===== config.mk =====
export PLATFORM = sky130hd
export DESIGN_NAME = cov_vec_cell
export DESIGN_NICKNAME = d
export VERILOG_FILES = /design/src/cov_pkg.sv /design/src/cov_vec_cell.sv
export SDC_FILE = /design/constraint.sdc
export NUM_CORES = 1
export LEC_CHECK = 0
export ABC_AREA = 1
export BUFFER_PORTS_ARGS = -buffer_cell sky130_fd_sc_hd__buf_2
export CAP_MARGIN = 5
export CORE_MARGIN = 2
export CORE_UTILIZATION = 54
export CTS_BUF_LIST = sky130_fd_sc_hd__clkbuf_4 sky130_fd_sc_hd__clkbuf_8 sky130_fd_sc_hd__clkbuf_16
export DETAILED_ROUTE_END_ITERATION = 8
export PLACE_DENSITY = 0.75
export SYNTH_ARGS = -nofsm -noshare
export SYNTH_HDL_FRONTEND = slang
export SYNTH_SLANG_ARGS = --single-unit

===== constraint.sdc =====
create_clock -name i_clk -period 4.8 [get_ports i_clk]
set_input_delay 0.96 -clock i_clk [delete_from_list [all_inputs] [get_ports i_clk]]
set_output_delay 0.96 -clock i_clk [all_outputs]
set_load 0.005 [all_outputs]

===== src/cov_pkg.sv =====
// Shared types, constants and lookup functions for the capsule outline vertex core.
// Used by cov_vec_cell, cov_rot_cell and capsule_outline_vertex_core; no dependencies.
package cov_pkg;

    localparam int CAP_VERTICES  = 15;
    localparam int FRACTION_BITS = 4;
    localparam int CORDIC_STEPS  = 16;
    localparam int STEP_W        = 4;
    localparam int IDX_W         = 5;
    localparam int K_W           = 4;
    localparam int LAST_INDEX    = 2 * CAP_VERTICES - 1;

    localparam int COORD_W = 16;
    localparam int WIDTH_W = 15;
    localparam int XY_W    = 34;
    localparam int ANG_W   = 32;
    localparam int RZ_W    = 34;
    localparam int PROD_W  = 31;
    localparam int RND_W   = 17;
    localparam int SUM_W   = 19;

    localparam int INV_GAIN    = 39797;
    localparam int PRESCALE_SH = 14;
    localparam int OUT_SHIFT   = 17;
    localparam int ONE         = 1 << FRACTION_BITS;

    localparam logic [ANG_W-1:0] HALF_TURN    = 32'h8000_0000;
    localparam logic [ANG_W-1:0] QUARTER_TURN = 32'h4000_0000;

    localparam int CFG_IDX_W = 2;
    localparam logic [CFG_IDX_W-1:0] CFG_END_DX     = 2'd0;
    localparam logic [CFG_IDX_W-1:0] CFG_END_DY     = 2'd1;
    localparam logic [CFG_IDX_W-1:0] CFG_LINE_WIDTH = 2'd2;

    localparam logic [WIDTH_W-1:0] LINE_WIDTH_RST = 15'd16;

    typedef struct packed {
        logic           end_cap;
        logic [K_W-1:0] k;
        logic           zero;
    } t_side;

    // atan(2^-i) in binary angle units, 2^32 per turn
    function automatic logic [ANG_W-1:0] atan_lut(input logic [STEP_W-1:0] step);
        logic [ANG_W-1:0] v;
        case (step)
            4'd0:    v = 32'h2000_0000;
            4'd1:    v = 32'h12E4_051E;
            4'd2:    v = 32'h09FB_385B;
            4'd3:    v = 32'h0511_11D4;
            4'd4:    v = 32'h028B_0D43;
            4'd5:    v = 32'h0145_D7E1;
            4'd6:    v = 32'h00A2_F61E;
            4'd7:    v = 32'h0051_7C55;
            4'd8:    v = 32'h0028_BE53;
            4'd9:    v = 32'h0014_5F2F;
            4'd10:   v = 32'h000A_2F98;
            4'd11:   v = 32'h0005_17CC;
            4'd12:   v = 32'h0002_8BE6;
            4'd13:   v = 32'h0001_45F3;
            4'd14:   v = 32'h0000_A2FA;
            default: v = 32'h0000_517D;
        endcase
        return v;
    endfunction

    // floor(k * 2^31 / (CAP_VERTICES-1)), the cap angle step for vertex k
    function automatic logic [ANG_W-1:0] cap_step(input logic [K_W-1:0] k);
        logic [ANG_W-1:0] v;
        case (k)
            4'd0:    v = 32'd0;
            4'd1:    v = 32'd153391689;
            4'd2:    v = 32'd306783378;
            4'd3:    v = 32'd460175067;
            4'd4:    v = 32'd613566756;
            4'd5:    v = 32'd766958445;
            4'd6:    v = 32'd920350134;
            4'd7:    v = 32'd1073741824;
            4'd8:    v = 32'd1227133513;
            4'd9:    v = 32'd1380525202;
            4'd10:   v = 32'd1533916891;
            4'd11:   v = 32'd1687308580;
            4'd12:   v = 32'd1840700269;
            4'd13:   v = 32'd1994091958;
            default: v = 32'd2147483648;
        endcase
        return v;
    endfunction

    function automatic logic signed [COORD_W-1:0] sat16(input logic signed [SUM_W-1:0] v);
        logic signed [COORD_W-1:0] r;
        if (v > SUM_W'(32767))
            r = 16'sh7FFF;
        else if (v < -SUM_W'(32768))
            r = 16'sh8000;
        else
            r = COORD_W'(v);
        return r;
    endfunction

endpackage


===== src/cov_vec_cell.sv =====
// One vectoring CORDIC cell: turns (x, y) toward the x axis and accumulates the angle.
// Depends on cov_pkg.
module cov_vec_cell (
    input  logic                               i_clk,
    input  logic                               i_rst_n,
    input  logic                               i_en,
    input  logic [cov_pkg::STEP_W-1:0]         i_step,
    input  logic                               i_valid,
    input  logic signed [cov_pkg::XY_W-1:0]    i_x,
    input  logic signed [cov_pkg::XY_W-1:0]    i_y,
    input  logic [cov_pkg::ANG_W-1:0]          i_z,
    input  cov_pkg::t_side                     i_side,
    output logic                               o_valid,
    output logic signed [cov_pkg::XY_W-1:0]    o_x,
    output logic signed [cov_pkg::XY_W-1:0]    o_y,
    output logic [cov_pkg::ANG_W-1:0]          o_z,
    output cov_pkg::t_side                     o_side
);

    logic signed [cov_pkg::XY_W-1:0] xs, ys, n_x, n_y;
    logic [cov_pkg::ANG_W-1:0]       n_z;
    logic                            r_valid;
    logic signed [cov_pkg::XY_W-1:0] r_x, r_y;
    logic [cov_pkg::ANG_W-1:0]       r_z;
    cov_pkg::t_side                  r_side;

    always_comb begin
        xs = i_x >>> i_step;
        ys = i_y >>> i_step;
        if (i_y > 0) begin
            n_x = i_x + ys;
            n_y = i_y - xs;
            n_z = i_z + cov_pkg::atan_lut(i_step);
        end else begin
            n_x = i_x - ys;
            n_y = i_y + xs;
            n_z = i_z - cov_pkg::atan_lut(i_step);
        end
    end

    always_ff @(posedge i_clk) begin
        if (!i_rst_n) begin
            r_valid <= 1'b0;
        end else if (i_en) begin
            r_valid <= i_valid;
        end
    end

    always_ff @(posedge i_clk) begin
        if (i_en) begin
            r_x    <= n_x;
            r_y    <= n_y;
            r_z    <= n_z;
            r_side <= i_side;
        end
    end

    assign o_valid = r_valid;
    assign o_x     = r_x;
    assign o_y     = r_y;
    assign o_z     = r_z;
    assign o_side  = r_side;

endmodule


==> out/metrics.cfg <==
[status]
outcome = complete, no violations

[setup_path]
reg2reg_from = o_valid$_SDFFE_PN0P_
cp_data_arrival_time_ns = 4.68
crit_type = in -> reg
rrSetupSlack_ns = 4.14
cp.required_ns = 4.93
timing.rr.end = o_valid$_SDFFE_PN0P_
crit_path_end = o_x[24]$_DFFE_PP_
r2r_cells = 2
worstSetupStartpointType = input pin
end_kind = register
cp_max_fo = 28
worstSetupStartpoint = i_step[0]

[sta]
setup_tns_ns = 0
worst_slew_pin_slew_ns = 0.6125
hold_viol = 0
fin_crit_sh_pct = 94.70
whs_ns = 0.5612
skew_ns = 0
setup_viol = 0
slew_headroom_pct = 59.17
min_period_ns = 4.546
maxSlewViolCount = 0
timing.fmax_mhz = 220.0

[floorplan]
coreArea_um2 = 26730
rows = 60
fp.dieW_um = 168.1
start_util_pct = 54.41
die_h_um = 168.1
dieArea_um2 = 28250
io_pins = 221

[power_and_ir_drop]
p_sw_share_pct = 41.03
power.total_mw = 5.413
vdd_drop_max_mv = 0.1940
power_frac_comb_pct = 58.2
seqPwrFrac_pct = 26.5
p_per_area_nw_per_um2 = 292.5
p_leak_nw = 9.335
clkPwrFrac_pct = 15.3
internal_power_mw = 3.192
switchingPower_mw = 2.221

[place]
dp_hpwl_um = 40330
place_inst = 3009
place_area_um2 = 18120
port_buffers = 220
gp_congestion = 0.9975

[synthesis]
synth_seq_area_share_pct = 22.03
ys_ff_latch = 107
synth_area_per_cell_um2 = 6.597
syn_nets = 2425
yosysMostFrequentCell = nand2_1
netlist.top_cell.by_area = edfxtp_1
synth_area_um2 = 14540
yosys_warnings = 0
synth.top_cell.area_share_pct = 21.89
synthDistinctLibCells = 55
yosys_most_used_dff = edfxtp_1
async_flop_share_pct = 0
ys_top_cells_by_count = nand2_1 (645), nand3_1 (307), nor2_1 (192)
synth.area.top_cells = edfxtp_1 (22%), nand2_1 (17%), nand3_1 (11%)
synth_edf_count = 106
synth_cells = 2204

[global_routing]
grt_max_degree = 54
antenna_found_initial = 1
overflow = 0
grt_pass1_vias = 15804
grt_pass1_wl_um = 77320
track_usage_pct = 33.70

[routing]
antenna_left = 0
drt-total-wl_um = 48790
wl_per_cell_um = 16.11
drc_errors = 0
via_count = 16790
viasPerCell = 5.543
drt-initial-drc-count = 1749
dr.pass1.iters = 7

[final_layout]
postLayoutCellArea_um2 = 18510
drive_above_1_share_pct = 24.23
seqCellArea_um2 = 3203
syn2layout_area_growth_pct = 27.29
fillCellCount = 2422
final_cells = 3029
multiInputGateArea_um2 = 10210
final_nets = 2903

[clock_tree]
clock_sinks = 107
cts_root_buffer = clkbuf_16
numCtsBuffers = 9
h-tree-depth = 3
cts_max_path_buffers = 2
clkLatencyLatePin_ns = 0.37
cts_tree = yes
clkTransAtPathRegs_ns = 0.09

[run]
cap_viol_max_count = 0

[hold_path]
hold_class = reg -> reg

logic make-up after synthesis:
family          synth area share (%)
compound gates                 13.91
buf+inv                        8.089
simple gates                   36.18
fa+ha+maj                      9.362
flops                          22.03
xor+xnor                       10.42
cells in the final DEF, fill, tap and decap left out, drive strengths merged, types with 9 or more instances in the layout:
cell type / netlist / final
nor2: 205 / 205
nor3: 23 / 23
o21a: 12 / 12
nand2: 653 / 653
o21ai: 118 / 118
o211ai: 9 / 9
xnor2: 65 / 65
inv: 191 / 195
buf: 60 / 538
ha: 104 / 104
o21bai: 9 / 9
a21oi: 125 / 125
edfxtp: 106 / 106
xor2: 102 / 102
clkbuf: 11 / 9
nand3: 312 / 312
a21o: 19 / 19
nand4: 15 / 15
a31oi: 13 / 13
layout make-up:
class / count / share of cell area (%)
multi-input combinational: 1835 / 55.16
timing repair buffer: 538 / 19.68
sequential: 107 / 17.31
inverter: 191 / 3.887
tap: 341 / 2.305
clock buffer: 9 / 1.217
clock inverter: 7 / 0.4327
antenna: 1 / 0.01352
registers in the layout, indices dropped and copies added (netlist names):
signal and count:
o_side 6, o_valid 1, o_y 34, o_x 34
o_z 32
per-layer routing:
layer	part of all wire [%]	vias up	GRT usage, %
li1	-	8374	-
met5	0	-	0
met1	42	7612	43.02
met4	3.4	0	11.81
met3	5.8	110	2.398
met2	49	694	60.26
critical path, cell delays in order:
cell      delay, ns
buf_4          0.17
buf_12         0.19
buf_6          0.18
nand2_1        0.08
o21ai_2        0.07
nand2_1        0.08
nand3_1        0.10
nand2_1        0.11
a21oi_2        0.25
nand2_1        0.16
nor2_2         0.15
nand2_2        0.13
nor2_1         0.17
a21oi_1        0.10
xor2_1         0.16
ha_1           0.33
a21o_1         0.22
a31oi_1        0.31
o21ai_1        0.21
a21boi_0       0.25
o21ai_0        0.12
xor2_1         0.15
per-stage QoR:
step | util (%) | setup WS (ns)
after detailed placement | 67.81 | -0.3349
after global placement | 67.81 | -0.3188
final | 69.25 | 0.2544
after floorplan | - | 0.01971
after global routing | 69.25 | -0.005475
after CTS | 68.96 | 0.03842
timing repair:
| action | CTS | global route |
|---|---|---|
| gates resized for setup | 0 | 28 |
| hold buffers | 0 | 0 |
| setup buffers | 0 | 3 |
| endpoints found under the setup margin | 0 | 34 |
| hold endpoints to repair | 0 | 0 |
worst min-delay path by stage:
| stage | startpoint | end | slack, ns | depth (start not counted) |
|---|---|---|---|---|
| floorplan | o_valid$_SDFFE_PN0P_ | o_valid$_SDFFE_PN0P_ | 0.52 | 2 |
| global placement | o_valid$_SDFFE_PN0P_ | o_valid$_SDFFE_PN0P_ | 0.52 | 2 |
| detailed placement | o_valid$_SDFFE_PN0P_ | o_valid$_SDFFE_PN0P_ | 0.54 | 2 |
| CTS | o_valid$_SDFFE_PN0P_ | o_valid$_SDFFE_PN0P_ | 0.56 | 2 |
| global route | o_valid$_SDFFE_PN0P_ | o_valid$_SDFFE_PN0P_ | 0.62 | 2 |
| finish | o_valid$_SDFFE_PN0P_ | o_valid$_SDFFE_PN0P_ | 0.56 | 2 |
power by group through the flow:
| stage | logic [mW] | registers, mW | clock network, mW |
|---|---|---|---|
| finish | 3.15 | 1.43 | 0.829 |
| global route | 3.46 | 1.45 | 0.859 |
| CTS | 3.10 | 1.44 | 0.842 |
| detailed placement | 3.08 | 1.46 | 0 |
| global placement | 3.03 | 1.45 | 0 |
| floorplan | 1.67 | 1.50 | 0 |
(Power assumes the default switching activity.)
